==> src/rtl/core/bdc_pkg.sv <==
// Shared types and constants for the binary to decimal character cell block.
// No dependencies; every other file of the block refers to it by scoped names.
`timescale 1ns / 1ps

package bdc_pkg;

	localparam int VALUE_W  = 32;
	localparam int COORD_W  = 8;
	localparam int CHAR_W   = 6;
	localparam int DIGIT_W  = 4;
	localparam int NDIG_W   = 4;

	localparam int MAX_DIGITS = 10;
	localparam int CELL_WIDTH = 8;

	// A 32-bit value never has more than ten decimal digits.
	localparam int HARD_MAX = 10;
	localparam int DIG_CAP  = (MAX_DIGITS > HARD_MAX) ? HARD_MAX :
		((MAX_DIGITS < 1) ? 1 : MAX_DIGITS);

	localparam logic [CHAR_W-1:0] DIGIT_BASE = 6'h30;

	// floor(v / 10) == (v * RECIP10) >> RECIP_SHIFT for every 32-bit v.
	localparam logic [31:0] RECIP10     = 32'hCCCC_CCCD;
	localparam int          RECIP_SHIFT = 35;

	localparam int QDEPTH = 2;
	localparam int QPTR_W = (QDEPTH > 1) ? $clog2(QDEPTH) : 1;
	localparam int QCNT_W = $clog2(QDEPTH + 1);

	// Thresholds 10, 100, ... 10^9 used to count the digits of a value.
	localparam int NPOW = 9;
	localparam logic [VALUE_W-1:0] POW10 [0:NPOW-1] = '{
		32'd10, 32'd100, 32'd1000, 32'd10000, 32'd100000, 32'd1000000,
		32'd10000000, 32'd100000000, 32'd1000000000
	};

	typedef struct packed {
		logic [VALUE_W-1:0] value;
		logic [COORD_W-1:0] column;
		logic [COORD_W-1:0] row;
		logic [NDIG_W-1:0]  ndig;
	} bdc_job_t;

	typedef struct packed {
		logic              busy;
		logic              step;
		logic [NDIG_W-1:0] left;
	} bdc_back_stat_t;

endpackage

==> src/rtl/core/bdc_queue.sv <==
// Short job queue between the front and back stages.
// Depends on bdc_pkg for the job type and depth.
`timescale 1ns / 1ps

module bdc_queue (
	input  logic                       clk,
	input  logic                       arst_n,
	input  logic                       push_valid,
	output logic                       push_ready,
	input  bdc_pkg::bdc_job_t          push_data,
	output logic                       pop_valid,
	input  logic                       pop_ready,
	output bdc_pkg::bdc_job_t          pop_data,
	output logic [bdc_pkg::QCNT_W-1:0] count
);

	bdc_pkg::bdc_job_t                 slot_q [0:bdc_pkg::QDEPTH-1];
	logic [bdc_pkg::QPTR_W-1:0]        wr_ptr_q;
	logic [bdc_pkg::QPTR_W-1:0]        rd_ptr_q;
	logic [bdc_pkg::QCNT_W-1:0]        count_q;
	logic                              push;
	logic                              pop;

	assign push_ready = count_q != bdc_pkg::QCNT_W'(bdc_pkg::QDEPTH);
	assign pop_valid  = count_q != '0;
	assign push       = push_valid && push_ready;
	assign pop        = pop_valid && pop_ready;
	assign pop_data   = slot_q[rd_ptr_q];
	assign count      = count_q;

	always_ff @(posedge clk or negedge arst_n) begin
		if (!arst_n) begin
			wr_ptr_q <= '0;
			rd_ptr_q <= '0;
			count_q  <= '0;
		end else begin
			if (push) begin
				wr_ptr_q <= (wr_ptr_q == bdc_pkg::QPTR_W'(bdc_pkg::QDEPTH - 1)) ?
					'0 : wr_ptr_q + 1'b1;
			end
			if (pop) begin
				rd_ptr_q <= (rd_ptr_q == bdc_pkg::QPTR_W'(bdc_pkg::QDEPTH - 1)) ?
					'0 : rd_ptr_q + 1'b1;
			end
			if (push && !pop) begin
				count_q <= count_q + 1'b1;
			end else if (pop && !push) begin
				count_q <= count_q - 1'b1;
			end
		end
	end

	always_ff @(posedge clk) begin
		if (push) begin
			slot_q[wr_ptr_q] <= push_data;
		end
	end

endmodule

==> config.mk <==
export PLATFORM = sky130hd
export DESIGN_NAME = bdc_queue
export DESIGN_NICKNAME = d
export VERILOG_FILES = /design/src/rtl/core/bdc_pkg.sv /design/src/rtl/core/bdc_queue.sv
export SDC_FILE = /design/constraint.sdc
export NUM_CORES = 1
export LEC_CHECK = 0
export ABC_AREA = 1
export BUFFER_PORTS_ARGS = -buffer_cell sky130_fd_sc_hd__buf_4
export CORE_MARGIN = 1.5
export CORE_UTILIZATION = 40
export CTS_CLUSTER_DIAMETER = 40
export DETAILED_ROUTE_END_ITERATION = 8
export PLACE_DENSITY_LB_ADDON = 0.05
export SYNTH_ARGS = -nofsm -noshare
export SYNTH_HDL_FRONTEND = slang
export SYNTH_SLANG_ARGS = --single-unit
==> constraint.sdc <==
create_clock -name clk -period 3.5 [get_ports clk]
set_input_delay 0.175 -clock clk [delete_from_list [all_inputs] [get_ports clk]]
set_output_delay 0.175 -clock clk [all_outputs]
set_load 0.005 [all_outputs]
==> impl_metrics.env <==
export IMPL_numClockSinks=108
export IMPL_vias_per_cell=4.37
export IMPL_setup_tns_final_ns=0
export IMPL_fin_crit_ns=1.97
export IMPL_via_count=2643
export IMPL_hold_viol=0
export IMPL_drive_gt1_frac=0.286
export IMPL_core_rowCount=36
export IMPL_die_x_um=103
export IMPL_clock_latency_ns=0.36
export IMPL_num_fill_cells=816
export IMPL_path_max_fanout=31
export IMPL_tightest_slew_ns=0.770
export IMPL_use_met1=0.196
export IMPL_fmax_mhz=507
export IMPL_io_pins=112
export IMPL_final_nets=524
export IMPL_synth_edf_count=104
export IMPL_seqPwrFrac=0.464
export IMPL_grt_use_met2=0.255
export IMPL_cts_resized_gates=0
export IMPL_cts_buffers_inserted=9
export IMPL_synth_largest_area_cell="edfxtp_1"
export IMPL_rr_worst_depth=5
export IMPL_die_area_um2=10700
export IMPL_syn_nets=357
export IMPL_slew_limit_headroom=0.485
export IMPL_cts_buffer_depth=2
export IMPL_start_kind="flip-flop"
export IMPL_grt_busiest_layer="met2"
export IMPL_cap_violations=0
export IMPL_synth_xor_area_frac=0.00434
export IMPL_areaGrowthSynthToFinish_pct=41.5
export IMPL_first_pass_iters=6
export IMPL_critPathKind="flip-flop to output port"
export IMPL_clk_pin_slew_ns=0.09
export IMPL_grt_pass1_vias=2518
export IMPL_grt_ovfl_total=0
export IMPL_synthAdderAreaFrac=0.00310
export IMPL_routed_wl_um=7900
export IMPL_port_buffer_count=111
export IMPL_yosysMostFrequentCell="nand2_1"
export IMPL_finClkSkew_ns=0.0108
export IMPL_crit_path_end_kind="output port"
export IMPL_synthSimpleGateAreaFrac=0.161
export IMPL_clockPowerShare=0.182
export IMPL_synth_flop_cell="edfxtp_1"
export IMPL_drt_iter0_markers=77
export IMPL_drc=0
export IMPL_grt_start_max_net_pins=54
export IMPL_place_ws_ns=1.53
export IMPL_synth_top_family_by_area="simple AND/OR/NAND/NOR gates"
export IMPL_antenna_found_initial=0
export IMPL_ir_worst_vdd_mv=0.304
export IMPL_holdPathStages=3
export IMPL_antenna_cells=0
export IMPL_synth_area_um2=4040
export IMPL_cts_tree="built"
export IMPL_async_flop_share=0.0370
export IMPL_placeableCoreArea_um2=9770
export IMPL_path_cells="buf_4 -> nand2_1 -> nand2_1 -> buf_4"
export IMPL_finalSetupViolations=0
export IMPL_gp_congestion=0.666
export IMPL_drv_slew=0
export IMPL_hpwl_um=4610
export IMPL_required_ns=3.32
export IMPL_yosys_warnings=0
export IMPL_grt_usage=0.153
export IMPL_grtUsageMet3=0.0282
export IMPL_power_density_nw_per_um2=710
export IMPL_ys_ff_latch=108
export IMPL_fin_ws_ns=1.53
export IMPL_rsz0062_at_grt="false"
export IMPL_switching_share=0.319
export IMPL_avgSynthCellArea_um2=13.5
export IMPL_die_h_um=103
export IMPL_grt_first_pass_wirelength_um=12000
export IMPL_synth_area_leaders="edfxtp_1 77%, nand2_1 15%, dfrtp_1 2.5%"
export IMPL_finalCritPeriodShare=0.563
export IMPL_p_sw_mw=1.29
export IMPL_ys_types=14
export IMPL_cpPeakStageDelay_ns=0.68
export IMPL_post_cts_buffers=0
export IMPL_crit_arrival_ns=1.80
export IMPL_synth_common_cells="165 x nand2_1, 104 x edfxtp_1, 6 x buf_6, 6 x inv_1, 5 x buf_4"
export IMPL_synth_area_mux_share=0
export IMPL_status="finished, final reports clean"
export IMPL_antenna_left=0
export IMPL_clock_root_buffer="clkbuf_8"
export IMPL_p_leak_nw=2.43
export IMPL_avgRoutedWirePerCell_um=13.1
export IMPL_yosysTopAreaCellShare=0.773
export IMPL_holdCritPathClass="primary input to flip-flop"
export IMPL_postSynthCellCount=300
export IMPL_initial_core_util=0.413
export IMPL_cpMaxStageDelayCell="dfrtp_2"
export IMPL_p_int_mw=2.76
export IMPL_synth_compound_area_frac=0
export IMPL_combPwrFrac=0.353
export IMPL_htree_levels=3
export IMPL_ys_seq_area_frac=0.798
==> placed cells by master, fill, tap and decap left out, drive strengths merged <==
cell | Yosys | layout
buf | 11 | 114
bufinv | 0 | 1
clkbuf | 0 | 9
clkinv | 0 | 2
clkinvlp | 0 | 3
dfrtp | 4 | 4
dlygate4sd3 | 0 | 53
edfxtp | 104 | 104
ha | 1 | 1
inv | 7 | 8
nand2 | 166 | 166
nand3 | 2 | 2
nand4 | 1 | 1
nor2 | 2 | 2
xnor2 | 1 | 1
xor2 | 1 | 1
==> worst max-delay path: cells and delay by family, from the launching register on <==
kind	cells	cell delay, ns
buffers and inverters	2	0.54
flip-flops	1	0.68
AND/OR/NAND/NOR	2	0.21
==> cells by family (layout without fill, tap and decap cells) <==
family	count (synthesis)	count (layout)
simple gates	171	171
xor+xnor	2	2
fa+ha+maj	1	1
flops	108	108
buf+inv	18	190
==> stage by stage <==
stage           util  area, um2  hold WS (ns)  std cells  power, mW
2_1_floorplan      -       4040        -0.121        300       2.64
3_3_place_gp   0.510       4980       -0.0237        536       3.33
3_5_place_dp   0.510       4980       -0.0241        536       3.34
4_1_cts        0.585       5710        0.0470        605       4.14
5_1_grt        0.585       5710         0.105        605       4.36
6_report       0.585       5710        0.0729        605       4.06
==> registers in the layout, indices dropped and copies added, names as in the netlist <==
| signal | count |
|---|---|
| rd_ptr_q | 1 |
| slot_q | 104 |
| wr_ptr_q | 1 |
| count | 2 |
==> layer usage <==
| metal | share of wire | vias to the layer above |
|---|---|---|
| met3 | 0.036 | 9 |
| met1 | 0.46 | 1231 |
| met4 | 0.016 | 0 |
| met5 | 0 | - |
| met2 | 0.49 | 72 |
| li1 | - | 1331 |
==> final cells by class <==
class                      count  area, um2  area share
timing repair buffer         167       1400       0.245
clock inverter                 7       75.1      0.0131
clock buffer                   9        124      0.0217
inverter                       7       31.3     0.00547
multi-input combinational    174        694       0.122
tap                          133        166      0.0291
sequential                   108       3220       0.564
==> what timing repair did <==
action,4_1_cts,5_1_grt
hold endpoints to repair,108,0
endpoints found under the setup margin,0,0
hold buffers,53,0
==> power by group through the flow <==
stage / registers (mW) / logic (mW) / clock network [mW]
2_1_floorplan: 1.88 / 0.764 / 0
3_3_place_gp: 1.91 / 1.41 / 0
3_5_place_dp: 1.92 / 1.42 / 0
4_1_cts: 1.89 / 1.47 / 0.773
5_1_grt: 1.92 / 1.63 / 0.817
6_report: 1.88 / 1.43 / 0.740
==> path summary, 6_finish.rpt <==
| kind | startpoint | to | slack [ns] |
|---|---|---|---|
| setup / recovery | rd_ptr_q | pop_data[32] | 1.53 |
| hold / removal | pop_ready | rd_ptr_q | 0.07 |
| setup reg to reg | count[0] | slot_q[1][8] | 1.57 |
| hold reg to reg | count[1] | count[1] | 0.54 |
| max in group asynchronous | arst_n | rd_ptr_q | 3.24 |
| min in group asynchronous | arst_n | count[1] | 0.14 |
No activity file was read; power rests on OpenSTA's default activity.
