File: src/rtl/core/bdc_pkg.sv
// Shared types and constants for the binary to decimal character cell block.
// No dependencies; every other file of the block refers to it by scoped names.
`timescale 1ns / 1ps

package bdc_pkg;

	localparam int VALUE_W  = 32;
	localparam int COORD_W  = 8;
	localparam int CHAR_W   = 6;
	localparam int DIGIT_W  = 4;
	localparam int NDIG_W   = 4;

	localparam int MAX_DIGITS = 10;
	localparam int CELL_WIDTH = 8;

	// A 32-bit value never has more than ten decimal digits.
	localparam int HARD_MAX = 10;
	localparam int DIG_CAP  = (MAX_DIGITS > HARD_MAX) ? HARD_MAX :
		((MAX_DIGITS < 1) ? 1 : MAX_DIGITS);

	localparam logic [CHAR_W-1:0] DIGIT_BASE = 6'h30;

	// floor(v / 10) == (v * RECIP10) >> RECIP_SHIFT for every 32-bit v.
	localparam logic [31:0] RECIP10     = 32'hCCCC_CCCD;
	localparam int          RECIP_SHIFT = 35;

	localparam int QDEPTH = 2;
	localparam int QPTR_W = (QDEPTH > 1) ? $clog2(QDEPTH) : 1;
	localparam int QCNT_W = $clog2(QDEPTH + 1);

	// Thresholds 10, 100, ... 10^9 used to count the digits of a value.
	localparam int NPOW = 9;
	localparam logic [VALUE_W-1:0] POW10 [0:NPOW-1] = '{
		32'd10, 32'd100, 32'd1000, 32'd10000, 32'd100000, 32'd1000000,
		32'd10000000, 32'd100000000, 32'd1000000000
	};

	typedef struct packed {
		logic [VALUE_W-1:0] value;
		logic [COORD_W-1:0] column;
		logic [COORD_W-1:0] row;
		logic [NDIG_W-1:0]  ndig;
	} bdc_job_t;

	typedef struct packed {
		logic              busy;
		logic              step;
		logic [NDIG_W-1:0] left;
	} bdc_back_stat_t;

endpackage

File: src/rtl/core/bdc_in_if.sv
// Input channel of the decimal character cell block: value, start column, row.
// Depends on bdc_pkg for the field widths.
`timescale 1ns / 1ps

interface bdc_in_if;
	logic                          valid;
	logic                          ready;
	logic [bdc_pkg::VALUE_W-1:0]   value;
	logic [bdc_pkg::COORD_W-1:0]   start_column;
	logic [bdc_pkg::COORD_W-1:0]   row;

	modport source (output valid, value, start_column, row, input ready);
	modport sink   (input valid, value, start_column, row, output ready);
endinterface

File: src/rtl/core/bdc_front.sv
// Front stage: takes input beats, counts the decimal digits and registers a job.
// Depends on bdc_pkg and bdc_in_if.
`timescale 1ns / 1ps

module bdc_front (
	input  logic              clk,
	input  logic              arst_n,
	bdc_in_if.sink            items,
	output logic              job_valid,
	input  logic              job_ready,
	output bdc_pkg::bdc_job_t job
);

	logic                        valid_s1;
	bdc_pkg::bdc_job_t           job_s1;
	logic [bdc_pkg::NDIG_W-1:0]  count;
	logic [bdc_pkg::NDIG_W-1:0]  ndig;
	logic                        accept;

	assign items.ready = !valid_s1 || job_ready;
	assign accept      = items.valid && items.ready;

	// The digit count is one plus the number of powers of ten not above the value.
	always_comb begin
		count = bdc_pkg::NDIG_W'(1);
		for (int i = 0; i < bdc_pkg::NPOW; i++) begin
			count = count + bdc_pkg::NDIG_W'(items.value >= bdc_pkg::POW10[i]);
		end
		if (count > bdc_pkg::NDIG_W'(bdc_pkg::DIG_CAP)) begin
			ndig = bdc_pkg::NDIG_W'(bdc_pkg::DIG_CAP);
		end else begin
			ndig = count;
		end
	end

	always_ff @(posedge clk or negedge arst_n) begin
		if (!arst_n) begin
			valid_s1 <= 1'b0;
		end else if (accept) begin
			valid_s1 <= 1'b1;
		end else if (job_ready) begin
			valid_s1 <= 1'b0;
		end
	end

	always_ff @(posedge clk) begin
		if (accept) begin
			job_s1.value  <= items.value;
			job_s1.column <= items.start_column;
			job_s1.row    <= items.row;
			job_s1.ndig   <= ndig;
		end
	end

	assign job_valid = valid_s1;
	assign job       = job_s1;

endmodule

File: src/flat_wrapper.sv
// flat-port wrapper written by rule: the top's interface ports become plain ports
module bdc_front_flat 
  (clk, arst_n, job_valid, job_ready, job, items_valid, items_value, items_start_column, items_row, items_ready);
  bdc_in_if items_i ();
  input  logic clk;
  input  logic arst_n;
  output logic job_valid;
  input  logic job_ready;
  output bdc_pkg::bdc_job_t job;
  input wire logic [$bits(items_i.valid)-1:0] items_valid;
  input wire logic [$bits(items_i.value)-1:0] items_value;
  input wire logic [$bits(items_i.start_column)-1:0] items_start_column;
  input wire logic [$bits(items_i.row)-1:0] items_row;
  output wire logic [$bits(items_i.ready)-1:0] items_ready;
  assign items_i.valid = items_valid;
  assign items_i.value = items_value;
  assign items_i.start_column = items_start_column;
  assign items_i.row = items_row;
  assign items_ready = items_i.ready;
  bdc_front u_core (.clk(clk), .arst_n(arst_n), .items(items_i), .job_valid(job_valid), .job_ready(job_ready), .job(job));
endmodule
File: config.mk
export PLATFORM = sky130hd
export DESIGN_NAME = bdc_front_flat
export DESIGN_NICKNAME = d
export VERILOG_FILES = /design/src/rtl/core/bdc_pkg.sv /design/src/rtl/core/bdc_in_if.sv /design/src/rtl/core/bdc_front.sv /design/src/flat_wrapper.sv
export SDC_FILE = /design/constraint.sdc
export NUM_CORES = 1
export LEC_CHECK = 0
export CAP_MARGIN = 20
export CELL_PAD_IN_SITES_DETAIL_PLACEMENT = 0
export CELL_PAD_IN_SITES_GLOBAL_PLACEMENT = 1
export CORE_ASPECT_RATIO = 1.75
export CORE_UTILIZATION = 45
export DETAILED_ROUTE_END_ITERATION = 10
export DONT_BUFFER_PORTS = 1
export PLACE_DENSITY_LB_ADDON = 0.1
export REMOVE_ABC_BUFFERS = 1
export SETUP_SLACK_MARGIN = 0.4
export SYNTH_ARGS = -nofsm -noshare
export SYNTH_HDL_FRONTEND = slang
export SYNTH_SLANG_ARGS = --single-unit
File: constraint.sdc
create_clock -name clk -period 4.6 [get_ports clk]
set_input_delay 0.92 -clock clk [delete_from_list [all_inputs] [get_ports clk]]
set_output_delay 0.92 -clock clk [all_outputs]
set_load 0.02 [all_outputs]
==> flow_summary.toml, run 1 <==
[global_routing]
grt_antenna_before_repair = 0
grt_pass1_vias = 1286
grt_first_pass_wirelength_um = 6360
grtUsageTotal_pct = 16.0
grt.overflow.total = 0
maximum_number_of_pins_on_one_net_before_global_route_repair = 53

[sta]
slew-limit-headroom_pct = 61.2
achievable-frequency_mhz = 226
final_max_slew_viol_count = 0
finalHoldViolCount = 0
clock-skew-final_ns = 0.00496
setup-violations-final = 0
post-route-worst-setup-slack_ns = 0.167
final.period_utilization_pct = 96.4
final.min_clock_period_ns = 4.43
timing_worst_slew_pin_value_ns = 0.568
unrepaired_setup_endpoints_after_global_routing = "true"

[critical_path]
crit_path_end_kind = "register"
setup.worst_path.start_class = "input pin"
crit_family = "adder cells"
critical_path.most_common_cell = "sky130_fd_sc_hd__inv_2"
cpPeakStageDelay_ns = 0.55
timing.reg2reg.worst_path_depth = 3
regToRegSetupSlack_ns = 2.80
criticalPathCategory = "input pin to register"
crit_path_top_delay_cell = "sky130_fd_sc_hd__or4_4"
crit_path_start = "items_value[31]"
path_buf_inv = 4
critical_path.reg2reg.startpoint = "u_core.job_valid"
cp_cell_sequence = "or4_4 -> nor4_4 -> nand3_2 -> nor3_4 -> fa_1 -> inv_2 -> fa_1 -> inv_2 -> fa_1 -> inv_2 -> fa_2 -> inv_2 -> fa_2 -> nand2_1 -> a21boi_1"
critical_path_arrival_ns = 4.50
cp.depth = 15
timing.critical_path.to = "u_core.job[0]"
crit_path_required_time_ns = 4.66
crit-reg2reg-capture = "u_core.job[17]"
path_max_fanout = 4

[logic_synthesis]
syn-mean-instance-area_um2 = 15.5
synth-async-reset-ratio_pct = 1.89
main_combinational_cell_family_by_area_after_synthesis = "simple AND/OR/NAND/NOR gates"
synth.yosys.seq_area_share_pct = 69.6
yosys.area_share.simple_pct = 11.3
synth.yosys.warnings = 0
synth_edf_count = 52
syn-cell-area_um2 = 2280
share_of_yosys_cell_area_claimed_by_the_top_area_cell_type_pct = 68.5
synth_adder_area_share_pct = 7.46
postSynth.topFlopCell = "sky130_fd_sc_hd__edfxtp_1"
post-synth-top-area-cell = "sky130_fd_sc_hd__edfxtp_1"
yosys_register_bits = 53
synth.area.top_cells = "sky130_fd_sc_hd__edfxtp_1 (68%), sky130_fd_sc_hd__fa_1 (5.3%), sky130_fd_sc_hd__ha_1 (2.2%), sky130_fd_sc_hd__o21ai_0 (1.5%), sky130_fd_sc_hd__inv_1 (1.3%)"
synth_compound_area_share_pct = 9.60
synthDistinctLibCells = 42
synth-xor-area-share_pct = 0.384
yosys-mux-area-fraction_pct = 0
synthesis.instances = 147

[clocking]
cts_hold_buffers = 0
clock_sinks = 53
clk_path_buf_depth = 2
htree_levels = 2
clock_insertion_delay_at_the_later_pin_of_the_skew_report_ns = 0.30
root_buffer_cell = "sky130_fd_sc_hd__clkbuf_8"
cts-buffers-inserted = 5
worst_setup_hold_path_clk_slew_ns = 0.09
tritoncts_clock_tree = "yes"

[final_layout]
post-route-util_pct = 52.9
fill_cells = 416
final_net_count = 220
diode_count = 0
fraction_of_final_layout_cells_with_drive_strength_greater_than_1_pct = 19.5
mostFrequentLayoutCells = "sky130_fd_sc_hd__edfxtp_1 (52), sky130_fd_sc_hd__nand2_1 (7), sky130_fd_sc_hd__o21ai_0 (6), sky130_fd_sc_hd__nor2_1 (6)"
area_growth_syn_to_layout_pct = 11.2
layout_commonest_cell = "sky130_fd_sc_hd__edfxtp_1"
post_route_cell_area_um2 = 2530

[floorplan]
floorplan.initialDensity_pct = 47.6
total_die_area_um2 = 5370
number_of_rows_created_at_floorplan = 33
floorplan.die.height_um = 96.2
pin_count = 106
die_width_um = 55.8
core_box_area_um2 = 4790

[placement]
dpl_cell_area_um2 = 2360
dp_hpwl_um = 3120
place_worst_setup_slack_ns = -0.368
port-buffer-count = 0
gpl.final_weighted_congestion = 0.802

[flow_run]
maxCapViolCount = 0

[route]
first_iter_violations = 36
total_wirelength_um = 4110
antenna_violating_nets_post_route = 0
drt-wirelength-per-cell_um = 19.5
drt_pass1_iterations = 4
route.detailed.drc = 0
via_per_inst = 6.12
vias = 1291

[power]
power-per-cell-area_nw_per_um2 = 354
total_power_w = 0.000898
ir_worst_vdd_v = 0.000290
leakagePower_nw = 0.825

[min_path]
worstHoldPathType = "input pin to asynchronous set/reset pin"

[outcome]
outcome = "finished, final reports clean"
where the power goes:
group	internal, W	leakage [nW]	total, W	switching, W
Combinational	0.0000157	0.275	0.0000397	0.0000240
Sequential	0.000564	0.505	0.000604	0.0000401
Clock	0.000108	0.0445	0.000254	0.000146
Total	0.000688	0.825	0.000898	0.000210
what timing repair did:
action,in CTS,in global routing
endpoints found under the setup margin,4,4
pin swaps,8,4
setup buffers,2,0
resized for setup,12,3
state kept, by name, indices dropped and copies added (netlist names):
name,flops
u_core.job,52
u_core.job_valid,1
metal layers:
layer | part of all wire [%] | GRT usage (%)
met1 | 33 | 14.7
met4 | 2.6 | 8.54
met5 | 0 | 0
met2 | 57 | 29.9
met3 | 7.9 | 6.18
kinds of logic (layout without fill, tap and decap cells):
logic type                 Yosys count  after routing
buffers and inverters               10             22
and+or+nand+nor                     42             42
AOI/OAI and AO/OA                   31             31
adders and majority gates           10             10
xor gates and xnor gates             1              1
DFF                                 53             53
per-stage QoR:
step	instances	TNS, ns	hold slack [ns]
floorplan	145	-0.515	0.624
global placement	200	-1.00	0.624
detailed placement	200	-1.23	0.624
CTS	210	0	0.293
global route	211	-0.0767	0.280
finish	211	0	0.303
layout make-up:
cell class	instances	area (um^2)	share of cell area [%]
Multi-Input combinational cell	84	706	27.8
Inverter	8	30.0	1.18
Tap cell	52	65.1	2.57
Clock inverter	3	21.3	0.839
Sequential cell	53	1590	62.6
Timing Repair Buffer	6	57.6	2.27
Clock buffer	5	68.8	2.71
synth_stat cells, types with 2 or more instances:
| master | number |
|---|---|
| sky130_fd_sc_hd__ha_1 | 4 |
| sky130_fd_sc_hd__a2111oi_0 | 2 |
| sky130_fd_sc_hd__edfxtp_1 | 52 |
| sky130_fd_sc_hd__nor2_1 | 6 |
| sky130_fd_sc_hd__a211oi_1 | 2 |
| sky130_fd_sc_hd__nor4_1 | 4 |
| sky130_fd_sc_hd__o21a_1 | 3 |
| sky130_fd_sc_hd__nand4_1 | 3 |
| sky130_fd_sc_hd__clkbuf_1 | 2 |
| sky130_fd_sc_hd__nand2_1 | 8 |
| sky130_fd_sc_hd__fa_1 | 6 |
| sky130_fd_sc_hd__nor3_1 | 4 |
| sky130_fd_sc_hd__a21o_1 | 2 |
| sky130_fd_sc_hd__o311ai_0 | 2 |
| sky130_fd_sc_hd__o21ai_0 | 7 |
| sky130_fd_sc_hd__a21oi_1 | 3 |
| sky130_fd_sc_hd__inv_1 | 8 |
| sky130_fd_sc_hd__nand3_1 | 3 |
| sky130_fd_sc_hd__or4_1 | 2 |
| sky130_fd_sc_hd__nand2b_1 | 2 |
worst min path at each step:
stage	from	endpoint	cells past startpoint
after global placement	arst_n	u_core.job_valid	0
after CTS	arst_n	u_core.job_valid	0
final	arst_n	u_core.job_valid	0
after floorplan	arst_n	u_core.job_valid	0
after detailed placement	arst_n	u_core.job_valid	0
after global routing	arst_n	u_core.job_valid	0
No activity file was read; power rests on OpenSTA's default activity.
==> inputs of run 2 (changes only) <==
- ABC_AREA: not set -> 1
==> run 2 against run 1 <==
  * Worst hold slack worse by 0.0074 ns
  * Largest cell class unchanged
  * Final cell count is 55% higher
  * Combinational power up 47%
  * Highest routed layer unchanged
  * Clock-buffer cell count stayed put
  * Design area is 12% higher
  * Via count is 29% higher
  * Die area is 11% higher
  * Total power increased by 4.1%
  * Clock skew rose by 0.0021 ns
  * Critical path type unchanged
==> flow_summary.toml, run 2 <==
[final_layout]
diode_count = 0
fraction_of_final_layout_cells_with_drive_strength_greater_than_1_pct = 18.3
mostFrequentLayoutCells = "sky130_fd_sc_hd__edfxtp_1 (52), sky130_fd_sc_hd__nand2_1 (47), sky130_fd_sc_hd__nor2_1 (33)"
fill_cells = 523
post_route_cell_area_um2 = 2850
area_growth_syn_to_layout_pct = 12.7
largest_reg_flops = 52
layout_commonest_cell = "sky130_fd_sc_hd__edfxtp_1"
post-route-util_pct = 53.3
final_net_count = 313

[logic_synthesis]
synth.yosys.warnings = 0
syn-mean-instance-area_um2 = 10.7
synth_top_cells_by_count = "sky130_fd_sc_hd__edfxtp_1 (52), sky130_fd_sc_hd__nand2_1 (49), sky130_fd_sc_hd__nor2_1 (38)"
yosys_register_bits = 53
post-synth-top-count-cell = "sky130_fd_sc_hd__edfxtp_1"
synthesis.instances = 236
synth_edf_count = 52
postSynth.topFlopCell = "sky130_fd_sc_hd__edfxtp_1"
synth.area.top_cells = "sky130_fd_sc_hd__edfxtp_1 (62%), sky130_fd_sc_hd__nand2_1 (7.3%), sky130_fd_sc_hd__nor2_1 (5.6%), sky130_fd_sc_hd__fa_1 (4.8%), sky130_fd_sc_hd__inv_1 (4.5%)"
syn-cell-area_um2 = 2530
synth-async-reset-ratio_pct = 1.89
synthDistinctLibCells = 23
post-synth-top-area-cell = "sky130_fd_sc_hd__edfxtp_1"
share_of_yosys_cell_area_claimed_by_the_top_area_cell_type_pct = 61.8
synth.yosys.seq_area_share_pct = 62.7

[critical_path]
crit_path_end_kind = "register"
criticalPathCategory = "input pin to register"
setup.worst_path.start_class = "input pin"
path_max_fanout = 3
crit_path_required_time_ns = 4.66
critical_path_arrival_ns = 4.11

[power]
net-switching-power_w = 0.000237
leakagePower_nw = 1.03
total_power_w = 0.000935
power_frac_seq_pct = 64.8
p_int_w = 0.000698
power.clock.fraction_pct = 29.0
switching_share_pct = 25.3
comb_power_share_pct = 6.2
ir_worst_vdd_v = 0.000198
power-per-cell-area_nw_per_um2 = 328

[placement]
port-buffer-count = 0
dp_hpwl_um = 3910
dpl_cell_area_um2 = 2660
gpl.final_weighted_congestion = 0.766
place_worst_setup_slack_ns = -0.0907

[clocking]
clock_sinks = 53
tritoncts_clock_tree = "yes"
cts_hold_buffers = 0
clk_path_buf_depth = 2
clock_insertion_delay_at_the_later_pin_of_the_skew_report_ns = 0.31
root_buffer_cell = "sky130_fd_sc_hd__clkbuf_8"
htree_levels = 2
worst_setup_hold_path_clk_slew_ns = 0.10
cts-buffers-inserted = 5

[floorplan]
floorplan.initialDensity_pct = 47.3
total_die_area_um2 = 5930
number_of_rows_created_at_floorplan = 35
die_width_um = 58.7
floorplan.die.height_um = 101
pin_count = 106
core_box_area_um2 = 5340

[sta]
totalNegativeSetupSlack_ns = 0
final.min_clock_period_ns = 4.05
post-route-worst-setup-slack_ns = 0.554
unrepaired_setup_endpoints_after_global_routing = "true"
final.period_utilization_pct = 88.0
setup-violations-final = 0
timing_worst_slew_pin_value_ns = 0.745
achievable-frequency_mhz = 247
clock-skew-final_ns = 0.00706
slew-limit-headroom_pct = 50.2
final_max_slew_viol_count = 0
finalHoldViolCount = 0

[route]
antenna_violating_nets_post_route = 0
vias = 1665
via_per_inst = 5.11
route.detailed.drc = 0
drt-wirelength-per-cell_um = 15.0
total_wirelength_um = 4900
drt_pass1_iterations = 4
first_iter_violations = 59

[global_routing]
grtUsageTotal_pct = 17.5
grt_pass1_vias = 1637
grt_first_pass_wirelength_um = 7580
maximum_number_of_pins_on_one_net_before_global_route_repair = 32
grt.overflow.total = 0
grt_antenna_before_repair = 0

[min_path]
worstHoldPathType = "input pin to asynchronous set/reset pin"

[flow_run]
maxCapViolCount = 0

[outcome]
outcome = "finished, final reports clean"
run 2: cell families (layout without fill, tap and decap cells):
| group | after synthesis | count (layout) | synth area share [%] |
|---|---|---|---|
| adders and majority gates | 10 | 10 | 6.73 |
| buffers and inverters | 34 | 50 | 5.54 |
| xor gates and xnor gates | 1 | 1 | 0.346 |
| DFF | 53 | 53 | 62.7 |
| AOI/OAI and AO/OA | 19 | 19 | 4.06 |
| and+or+nand+nor | 119 | 119 | 20.6 |
run 2: worst paths after layout:
| path | from | endpoint | slack [ns] | cells after the start |
|---|---|---|---|---|
| max | items_value[31] | u_core.job[0] | 0.55 | 18 |
| max reg2reg | u_core.job_valid | u_core.job[47] | 2.61 | 2 |
| max in group asynchronous | arst_n | u_core.job_valid | 4.24 | 0 |
| min in group clk | items_row[6] | u_core.job[10] | 0.70 | 0 |
| min | arst_n | u_core.job_valid | 0.30 | 0 |
| min reg2reg | u_core.job_valid | u_core.job_valid | 0.87 | 2 |
run 2: worst max-delay path, stage by stage:
cell	delay, ns
sky130_fd_sc_hd__inv_1	0.03
sky130_fd_sc_hd__nand2_2	0.07
sky130_fd_sc_hd__inv_2	0.04
sky130_fd_sc_hd__nand4_1	0.11
sky130_fd_sc_hd__nor2_2	0.07
sky130_fd_sc_hd__nand2_2	0.09
sky130_fd_sc_hd__nor2_2	0.05
sky130_fd_sc_hd__fa_1	0.53
sky130_fd_sc_hd__inv_1	0.05
sky130_fd_sc_hd__fa_1	0.49
sky130_fd_sc_hd__inv_2	0.04
sky130_fd_sc_hd__fa_1	0.49
sky130_fd_sc_hd__inv_2	0.04
sky130_fd_sc_hd__fa_2	0.36
sky130_fd_sc_hd__inv_2	0.06
sky130_fd_sc_hd__fa_1	0.43
sky130_fd_sc_hd__o21ai_2	0.17
sky130_fd_sc_hd__a21oi_1	0.08
run 2: final cells by class:
type / count / area [um^2] / share of cell area (%)
Clock inverter: 3 / 28.8 / 1.01
Multi-Input combinational cell: 149 / 872 / 30.6
Tap cell: 74 / 92.6 / 3.25
Sequential cell: 53 / 1590 / 55.7
Inverter: 31 / 119 / 4.17
Timing Repair Buffer: 11 / 82.6 / 2.90
Clock buffer: 5 / 68.8 / 2.41
run 2: power groups by stage:
| stage | clock network, W | registers (W) | logic, W |
|---|---|---|---|
| finish | 0.000271 | 0.000605 | 0.0000584 |
| CTS | 0.000284 | 0.000606 | 0.0000564 |
| global route | 0.000294 | 0.000608 | 0.0000674 |
| detailed placement | 0 | 0.000617 | 0.0000552 |
| floorplan | 0 | 0.000616 | 0.0000395 |
| global placement | 0 | 0.000617 | 0.0000548 |
run 2: routing by layer:
| metal | GRT usage (%) | wire length, um | vias up |
|---|---|---|---|
| met3 | 4.98 | 319 | 10 |
| li1 | - | - | 817 |
| met4 | 8.06 | 138 | 0 |
| met5 | 0 | 0 | - |
| met2 | 32.7 | 2760 | 77 |
| met1 | 17.2 | 1680 | 761 |
run 2: repair_timing:
action,in CTS,in global routing
resized for setup,7,18
buffers inserted,1,3
pin swaps,6,12
setup endpoints to repair,2,3
run 2: metrics by stage:
step	hold WS (ns)	std cells
floorplan	0.624	233
CTS	0.287	323
finish	0.296	326
detailed placement	0.624	314
global route	0.273	326
global placement	0.624	314
